==> src/rtl/core/wste_pkg.sv <==
package wste_pkg;

    localparam int CMD_W     = 4;
    localparam int VALUE_W   = 32;
    localparam int IDX_W     = 6;
    localparam int DATA_W    = 32;
    localparam int COUNT_W   = 7;

    localparam int S_TDATA_W = 48;
    localparam int M_TDATA_W = 40;

    localparam int S_CMD_LSB   = 0;
    localparam int S_VALUE_LSB = S_CMD_LSB + CMD_W;
    localparam int S_IDX_LSB   = S_VALUE_LSB + VALUE_W;

    localparam int M_DATA_LSB  = 0;
    localparam int M_OK_BIT    = M_DATA_LSB + DATA_W;
    localparam int M_COUNT_LSB = M_OK_BIT + 1;

    typedef enum logic [CMD_W-1:0] {
        CMD_ADD        = 4'd0,
        CMD_TAKE_FIRST = 4'd1,
        CMD_CONTAINS   = 4'd2,
        CMD_REMOVE     = 4'd3,
        CMD_READ_AT    = 4'd4,
        CMD_WRITE_AT   = 4'd5,
        CMD_REMOVE_AT  = 4'd6,
        CMD_SORT       = 4'd7,
        CMD_TAKE_LAST  = 4'd8
    } t_cmd;

endpackage

==> src/rtl/core/word_set_table_engine.sv <==
// Unordered word set, duplicates allowed, held in one synchronous RAM of
// CAPACITY words (one write port, one read port, registered read data).
// Input channel (i_s_*): one transaction per command: cmd, value, index.
// Output channel (o_m_*): exactly one transaction per command: data, ok and
// the count held after the command, in command order.
// Commands run one at a time; the input is ready whenever the engine is idle,
// also while a result still sits unread in the output register. The next
// input transaction can be taken in the cycle after a result enters that register.
// add, write_at, an unknown command and any failed or empty-set command go
// straight to the result; read_at, take_first, take_last and remove_at read
// the RAM first; contains and remove scan the held words in order until the
// first match. Sort is an in-place selection sort that reads one RAM word per
// cycle while it scans a row, as the single RAM read port allows.
// Reset clears the count, the engine state and the output valid; RAM contents
// are left as they are, and only positions below the count are ever read.
// A stalled output holds its result; the next command may already run and
// then waits in its final state until the output register frees up.
module word_set_table_engine #(
    parameter int CAPACITY  = 64,
    parameter int WORD_BITS = 32
) (
    input  logic                             i_clk,
    input  logic                             i_rst_n,
    input  logic                             i_s_tvalid,
    output logic                             o_s_tready,
    // [3:0] cmd, [35:4] value, [41:36] index, [47:42] zero
    input  logic [wste_pkg::S_TDATA_W-1:0]   i_s_tdata,
    output logic                             o_m_tvalid,
    input  logic                             i_m_tready,
    // [31:0] data, [32] ok, [39:33] count
    output logic [wste_pkg::M_TDATA_W-1:0]   o_m_tdata
);
    import wste_pkg::*;

    localparam int AW = (CAPACITY > 1) ? $clog2(CAPACITY) : 1;
    localparam int CW = $clog2(CAPACITY + 1);
    localparam int XW = (CW > IDX_W) ? CW : IDX_W;

    typedef enum logic [2:0] {
        S_IDLE,
        S_DROP1,
        S_DROP2,
        S_SCAN,
        S_SORT,
        S_EMIT
    } t_state;

    t_state                 r_state, n_state;
    t_cmd                   r_cmd, n_cmd;
    logic [WORD_BITS-1:0]   r_val, n_val;
    logic [AW-1:0]          r_pos, n_pos;
    logic [CW-1:0]          r_ptr, n_ptr;
    logic [AW-1:0]          r_i, n_i;
    logic [WORD_BITS-1:0]   r_cur, n_cur;
    logic                   r_dv, n_dv;
    logic [AW-1:0]          r_tag, n_tag;
    logic [CW-1:0]          r_fill, n_fill;
    logic [DATA_W-1:0]      r_taken, n_taken;
    logic [DATA_W-1:0]      r_res_data, n_res_data;
    logic                   r_res_ok, n_res_ok;
    logic                   r_m_valid, n_m_valid;
    logic [DATA_W-1:0]      r_m_data, n_m_data;
    logic                   r_m_ok, n_m_ok;
    logic [COUNT_W-1:0]     r_m_count, n_m_count;

    logic [WORD_BITS-1:0]   r_mem [CAPACITY];
    logic [WORD_BITS-1:0]   r_rd_data;
    logic                   rd_en, wr_en;
    logic [AW-1:0]          rd_addr, wr_addr;
    logic [WORD_BITS-1:0]   wr_data;

    logic                   accept;
    t_cmd                   in_cmd;
    logic [WORD_BITS-1:0]   in_val;
    logic [IDX_W-1:0]       in_idx;
    logic                   idx_ok;
    logic [AW-1:0]          last_addr;
    logic [AW-1:0]          ptr_addr;

    assign o_s_tready = (r_state == S_IDLE);
    assign accept     = i_s_tvalid && o_s_tready;
    assign in_cmd     = t_cmd'(i_s_tdata[S_CMD_LSB +: CMD_W]);
    assign in_val     = WORD_BITS'(i_s_tdata[S_VALUE_LSB +: VALUE_W]);
    assign in_idx     = i_s_tdata[S_IDX_LSB +: IDX_W];
    assign idx_ok     = (XW'(in_idx) < XW'(r_fill));
    assign last_addr  = AW'(r_fill - 1'b1);
    assign ptr_addr   = AW'(r_ptr);

    assign o_m_tvalid = r_m_valid;
    assign o_m_tdata  = {r_m_count, r_m_ok, r_m_data};

    always_comb begin
        n_state    = r_state;
        n_cmd      = r_cmd;
        n_val      = r_val;
        n_pos      = r_pos;
        n_ptr      = r_ptr;
        n_i        = r_i;
        n_cur      = r_cur;
        n_dv       = 1'b0;
        n_tag      = r_tag;
        n_fill     = r_fill;
        n_taken    = r_taken;
        n_res_data = r_res_data;
        n_res_ok   = r_res_ok;
        n_m_valid  = r_m_valid && !i_m_tready;
        n_m_data   = r_m_data;
        n_m_ok     = r_m_ok;
        n_m_count  = r_m_count;
        rd_en      = 1'b0;
        rd_addr    = '0;
        wr_en      = 1'b0;
        wr_addr    = '0;
        wr_data    = r_cur;

        case (r_state)
            S_IDLE: begin
                if (accept) begin
                    n_cmd      = in_cmd;
                    n_val      = in_val;
                    n_res_data = '0;
                    n_res_ok   = 1'b0;
                    n_state    = S_EMIT;
                    case (in_cmd)
                        CMD_ADD: begin
                            if (r_fill < CW'(CAPACITY)) begin
                                wr_en    = 1'b1;
                                wr_addr  = AW'(r_fill);
                                wr_data  = in_val;
                                n_fill   = r_fill + 1'b1;
                                n_res_ok = 1'b1;
                            end
                        end
                        CMD_TAKE_FIRST: begin
                            if (r_fill != '0) begin
                                rd_en   = 1'b1;
                                rd_addr = '0;
                                n_pos   = '0;
                                n_state = S_DROP1;
                            end
                        end
                        CMD_TAKE_LAST: begin
                            if (r_fill != '0) begin
                                rd_en   = 1'b1;
                                rd_addr = last_addr;
                                n_pos   = last_addr;
                                n_state = S_DROP1;
                            end
                        end
                        CMD_READ_AT, CMD_REMOVE_AT: begin
                            if (idx_ok) begin
                                rd_en   = 1'b1;
                                rd_addr = AW'(in_idx);
                                n_pos   = AW'(in_idx);
                                n_state = S_DROP1;
                            end
                        end
                        CMD_WRITE_AT: begin
                            if (idx_ok) begin
                                wr_en    = 1'b1;
                                wr_addr  = AW'(in_idx);
                                wr_data  = in_val;
                                n_res_ok = 1'b1;
                            end
                        end
                        CMD_CONTAINS, CMD_REMOVE: begin
                            if (r_fill != '0) begin
                                n_ptr   = '0;
                                n_state = S_SCAN;
                            end
                        end
                        CMD_SORT: begin
                            n_res_ok = 1'b1;
                            if (r_fill != '0) begin
                                n_i     = '0;
                                n_ptr   = '0;
                                n_state = S_SORT;
                            end
                        end
                        default: begin
                        end
                    endcase
                end
            end

            S_DROP1: begin
                n_taken = DATA_W'(r_rd_data);
                if (r_cmd == CMD_READ_AT) begin
                    n_res_data = DATA_W'(r_rd_data);
                    n_res_ok   = 1'b1;
                    n_state    = S_EMIT;
                end else begin
                    rd_en   = 1'b1;
                    rd_addr = last_addr;
                    n_state = S_DROP2;
                end
            end

            S_DROP2: begin
                // hole at r_pos takes the last word
                wr_en      = 1'b1;
                wr_addr    = r_pos;
                wr_data    = r_rd_data;
                n_fill     = r_fill - 1'b1;
                n_res_ok   = 1'b1;
                n_res_data = (r_cmd == CMD_REMOVE) ? '0 : r_taken;
                n_state    = S_EMIT;
            end

            S_SCAN: begin
                if (r_dv && (r_rd_data == r_val)) begin
                    if (r_cmd == CMD_REMOVE) begin
                        n_pos   = r_tag;
                        n_state = S_DROP1;
                    end else begin
                        n_res_ok = 1'b1;
                        n_state  = S_EMIT;
                    end
                end else if (!r_dv && (r_ptr == r_fill)) begin
                    n_state = S_EMIT;
                end else if (r_ptr < r_fill) begin
                    rd_en   = 1'b1;
                    rd_addr = ptr_addr;
                    n_ptr   = r_ptr + 1'b1;
                    n_dv    = 1'b1;
                    n_tag   = ptr_addr;
                end
            end

            S_SORT: begin
                if (r_dv) begin
                    if (r_tag == r_i) begin
                        n_cur = r_rd_data;
                    end else if (r_rd_data < r_cur) begin
                        wr_en   = 1'b1;
                        wr_addr = r_tag;
                        wr_data = r_cur;
                        n_cur   = r_rd_data;
                    end
                end
                if (r_ptr < r_fill) begin
                    rd_en   = 1'b1;
                    rd_addr = ptr_addr;
                    n_ptr   = r_ptr + 1'b1;
                    n_dv    = 1'b1;
                    n_tag   = ptr_addr;
                end else if (!r_dv) begin
                    // row done: minimum goes to slot r_i
                    wr_en   = 1'b1;
                    wr_addr = r_i;
                    wr_data = r_cur;
                    if (CW'(r_i) == r_fill - 1'b1) begin
                        n_state = S_EMIT;
                    end else begin
                        n_i   = r_i + 1'b1;
                        n_ptr = CW'(r_i) + 1'b1;
                    end
                end
            end

            S_EMIT: begin
                if (!r_m_valid || i_m_tready) begin
                    n_m_valid = 1'b1;
                    n_m_data  = r_res_data;
                    n_m_ok    = r_res_ok;
                    n_m_count = COUNT_W'(r_fill);
                    n_state   = S_IDLE;
                end
            end

            default: begin
                n_state = S_IDLE;
            end
        endcase
    end

    always_ff @(posedge i_clk) begin
        if (wr_en) begin
            r_mem[wr_addr] <= wr_data;
        end
        if (rd_en) begin
            r_rd_data <= r_mem[rd_addr];
        end
    end

    always_ff @(posedge i_clk) begin
        if (!i_rst_n) begin
            r_state   <= S_IDLE;
            r_fill    <= '0;
            r_dv      <= 1'b0;
            r_m_valid <= 1'b0;
        end else begin
            r_state   <= n_state;
            r_fill    <= n_fill;
            r_dv      <= n_dv;
            r_m_valid <= n_m_valid;
        end
        r_cmd      <= n_cmd;
        r_val      <= n_val;
        r_pos      <= n_pos;
        r_ptr      <= n_ptr;
        r_i        <= n_i;
        r_cur      <= n_cur;
        r_tag      <= n_tag;
        r_taken    <= n_taken;
        r_res_data <= n_res_data;
        r_res_ok   <= n_res_ok;
        r_m_data   <= n_m_data;
        r_m_ok     <= n_m_ok;
        r_m_count  <= n_m_count;
    end

`ifndef SYNTHESIS
    a_fill_bound: assert property (@(posedge i_clk) disable iff (!i_rst_n)
        r_fill <= CW'(CAPACITY))
        else $error("fill above capacity");

    a_emit_no_ram: assert property (@(posedge i_clk) disable iff (!i_rst_n)
        (r_state == S_EMIT) |-> (!wr_en && !rd_en))
        else $error("RAM access while emitting result");

    a_accept_busy: assert property (@(posedge i_clk) disable iff (!i_rst_n)
        accept |=> (r_state != S_IDLE))
        else $error("accepted transaction left engine idle");

    a_fill_step: assert property (@(posedge i_clk) disable iff (!i_rst_n)
        $past(i_rst_n) |-> ((r_fill == $past(r_fill)) ||
                            (r_fill == $past(r_fill) + 1'b1) ||
                            (r_fill == $past(r_fill) - 1'b1)))
        else $error("fill moved by more than one");

    a_scan_cmd: assert property (@(posedge i_clk) disable iff (!i_rst_n)
        (r_state == S_SCAN) |-> ((r_cmd == CMD_CONTAINS) || (r_cmd == CMD_REMOVE)))
        else $error("value scan for wrong command");
`endif

endmodule
==> config.mk <==
export PLATFORM = sky130hd
export DESIGN_NAME = word_set_table_engine
export DESIGN_NICKNAME = d
export VERILOG_FILES = /design/src/rtl/core/wste_pkg.sv /design/src/rtl/core/word_set_table_engine.sv
export SDC_FILE = /design/constraint.sdc
export NUM_CORES = 2
export LEC_CHECK = 0
export BUFFER_PORTS_ARGS = -buffer_cell sky130_fd_sc_hd__clkbuf_2
export CAP_MARGIN = 20
export CORE_MARGIN = 2
export CORE_UTILIZATION = 45
export DETAILED_ROUTE_END_ITERATION = 10
export RECOVER_POWER = 25
export SLEW_MARGIN = 10
export SYNTH_ARGS = -nofsm -noshare
export SYNTH_HDL_FRONTEND = slang
export SYNTH_SLANG_ARGS = --single-unit
==> constraint.sdc <==
create_clock -name i_clk -period 6.6 [get_ports i_clk]
set_input_delay 0.66 -clock i_clk [delete_from_list [all_inputs] [get_ports i_clk]]
set_output_delay 0.66 -clock i_clk [all_outputs]
set_load 0.02 [all_outputs]
==> summary.md <==
| Metric | Value |
|---|---|
| Synthesized instance count | 4298 |
| Post-synth EDFFs | 2278 |
| Min Tclk post-route | 6110 ps |
| Top cell type's share of synthesized area | 77.0% |
| Clock root buffer | clkbuf_16 |
| Crit Reg-Reg Startpoint | r_state[0] |
| Inserted Clock Buffers | 220 |
| Vias | 45886 |
| Worst Tran Pin Value | 3040 ps |
| Peak VDD IR | 0.337 mV |
| Crit Path Max Fanout | 16 |
| Synth area leader | edfxtp_1 |
| Slew headroom | -102% |
| H-tree depth | 4 |
| Layout Cells excl Fill | 7466 |
| Routability cong. | 0.917 |
| Failing checks | max-capacitance violations, max-slew violations |
| Largest net degree at the start of global routing | 86 |
| # IOs | 94 |
| Clk sinks | 2290 |
| Port-buffer cells | 87 |
| Max Slew Vio Count | 560 |
| Number of global-route vias before repair | 44878 |
| Seq cells post-synth | 2290 |
| DRT iter0 DRCs | 6107 |
| R2R Path End | r_rd_data[26] |
| Die height | 448 um |
| Final setup fails | 0 |
| Congestion Overflow GR | 0 |
| Pwr/cell area | 468 mW/mm2 |
| DP Area | 0.0952 mm2 |
| Outcome | finished with violations |
| Async SR Flop Fraction | 0% |
| Final antenna-violating net count | 0 |
| LEAKAGE | 33.0 nW |
| Sum of negative setup slack | 0 ps |
| Row Count | 163 |
| Core Util, Final | 51.9% |
| Initial Util | 45.2% |
| Average size of a mapped cell | 20.7 um2 |
| Synthesized net count | 4397 |
| Worst EP required | 7220 ps |
| Register Area | 0.0686 mm2 |
| Max Cap Viol | 11 |
| Core Area | 0.197 mm2 |
| Clock buffer depth | 3 |
| Worst Skew | 70.1 ps |
| First-pass GRT wire length | 339 mm |
| Area of the multi-input gates | 0.0200 mm2 |
| Tcrit/Tclk final | 92.6% |
| R2r setup slk | 490 ps |
| Dpl ws | 782 ps |
| Die Wd | 448 um |
| Yosys warnings | 0 |
| Delay of the slowest critical-path stage | 820 ps |
| Hold Path Cell Cnt | 1 |
| Register area share after synthesis | 77.2% |
| Clk Latency, worst-skew pair | 880 ps |
| Detailed Place HPWL | 144 mm |
| WL/cell | 32.2 um |
| Mapped cell area | 0.0889 mm2 |
| Filler cells | 15357 |
| CP max-delay cell | nor2b_4 |
| Ratio of cells with drive above 1 in the final layout | 22.9% |
| Worst hold-check path type | in -> reg |
| Fmax | 0.164 GHz |
| Synth cell types | 74 |
| Overall routed net length | 241 mm |
| Drt first pass iters | 6 |
| Worst Hold Launch | i_s_tdata[18] |
| Total GRT Usage | 23.9% |
| Most frequent cells in the layout | 2278 x edfxtp_1, 448 x mux4_2, 264 x a22oi_1, 223 x clkbuf_16, 164 x nand2_1 |
| Final #Nets | 4738 |
| Worst Setup End Kind | register |
| Final hold violations | 0 |
| Setup crit start kind | register |
| TritonCTS clock tree | built |
| DRC Markers | 0 |
| P&R area growth vs syn | 14.8% |
| RSZ-0062 raised after global routing | false |
| Vias per cell | 6.15 |
| Total placed cells including tap cells | 7028 |
| Critical path class | reg -> reg |
| Ranking of synthesized cells by area | edfxtp_1 77%, mux4_2 11%, a22oi_1 2.2%, mux2i_1 1.5%, nand2_1 0.69% |
| Clk slew on worst S/H paths | 60 ps |
| CP Cell Sequence | nor2_1 > nand2_1 > clkbuf_1 > nor3_1 > nor2_1 > inv_1 > a221oi_2 > nor2b_4 > buf_4 > a22oi_1 > nand4_1 > nor4_1 > nand2_1 |
| Worst R2R Path Depth | 13 |
| Arr. time, crit path | 6730 ps |
| WP buf/inv | 3 |
| Ys flop type | edfxtp_1 |
| Critical path's top delay family | simple AND/OR/NAND/NOR gates |
| Design area | 0.102 mm2 |
| Setup ws final | 490 ps |
| Commonest non-fill, non-tap cell in the layout | edfxtp_1 |
| Antenna violations before repair | 10 |
| Worst Hold End | r_val[14] |
| DIE AREA | 0.201 mm2 |
## worst register-to-register path: cells and delay by family, from the launching register on
family	cells	cell delay [ps]
buffers and inverters	3	1420
AO/OA/AOI/OAI	2	990
flip-flops	1	600
AND/OR/NAND/NOR	8	2850
## worst max path at each step
stage	startpoint	endpoint	slack, ps	cells after the start
floorplan	i_s_tvalid	r_mem[0][26]	370	5
finish	r_state[0]	r_rd_data[26]	490	13
global placement	r_rd_data[19]	r_rd_data[30]	760	15
CTS	r_fill[0]	r_rd_data[30]	720	16
detailed placement	r_fill[0]	r_rd_data[30]	780	16
global route	r_state[0]	r_rd_data[19]	250	13
## cell families after synthesis
kind of cell,Yosys count,share of synthesized area (%)
flops,2290,77.2
mux,577,12.8
compound gates,545,4.53
simple gates,485,2.67
buf+inv,292,1.48
xor+xnor,62,0.611
fa+ha+maj,47,0.662
## power breakdown
part	switching, W	internal, W
logic	0.0101	0.00531
registers	0.000529	0.0197
clock network	0.00543	0.00667
## repair_timing
action                                 CTS  global route
buffers inserted                         0             0
hold buffers                            27             0
resized for setup                        0             0
endpoints found under the hold margin   27             0
## per-stage QoR
step	hold WS (ps)	total power, W
global placement	401	0.0357
floorplan	400	0.0296
finish	137	0.0477
global route	97.3	0.0494
CTS	0.761	0.0480
detailed placement	405	0.0360
## Yosys cell counts (33+ instances only)
master / count
o221ai_1: 34
mux2i_1: 129
a22oi_1: 264
nand4_1: 49
mux4_2: 448
edfxtp_1: 2278
inv_1: 53
clkbuf_1: 116
o22ai_1: 65
xnor2_1: 48
nor4_1: 36
nand2_1: 164
buf_2: 91
ha_1: 47
nor2_1: 117
a22o_1: 33
## state kept, by name, indices dropped and copies added (netlist names), 32 cells and up
register and flops:
r_taken 32, r_rd_data 32, r_val 32, r_cur 32, r_mem 2048, r_res_data 32
r_m_data 32
## final cells by class
type                    instances  area share, %
flip-flops and latches       2290           67.3
well taps                    2640           3.24
diodes                          1        0.00245
inverters                      54          0.199
multi-input cells            1716           19.6
clock inverters               139           1.12
repair buffers                357           2.96
clock buffers                 269           5.64
## per-layer routing
| layer | track usage (%) | wire [um] | vias up |
|---|---|---|---|
| li1 | - | - | 18771 |
| met1 | 34.9 | 101000 | 24661 |
| met2 | 37.8 | 115000 | 2172 |
| met3 | 4.07 | 20300 | 280 |
| met4 | 5.39 | 4970 | 2 |
| met5 | 0 | 13 | - |
Power figures use the tool's default switching activity.
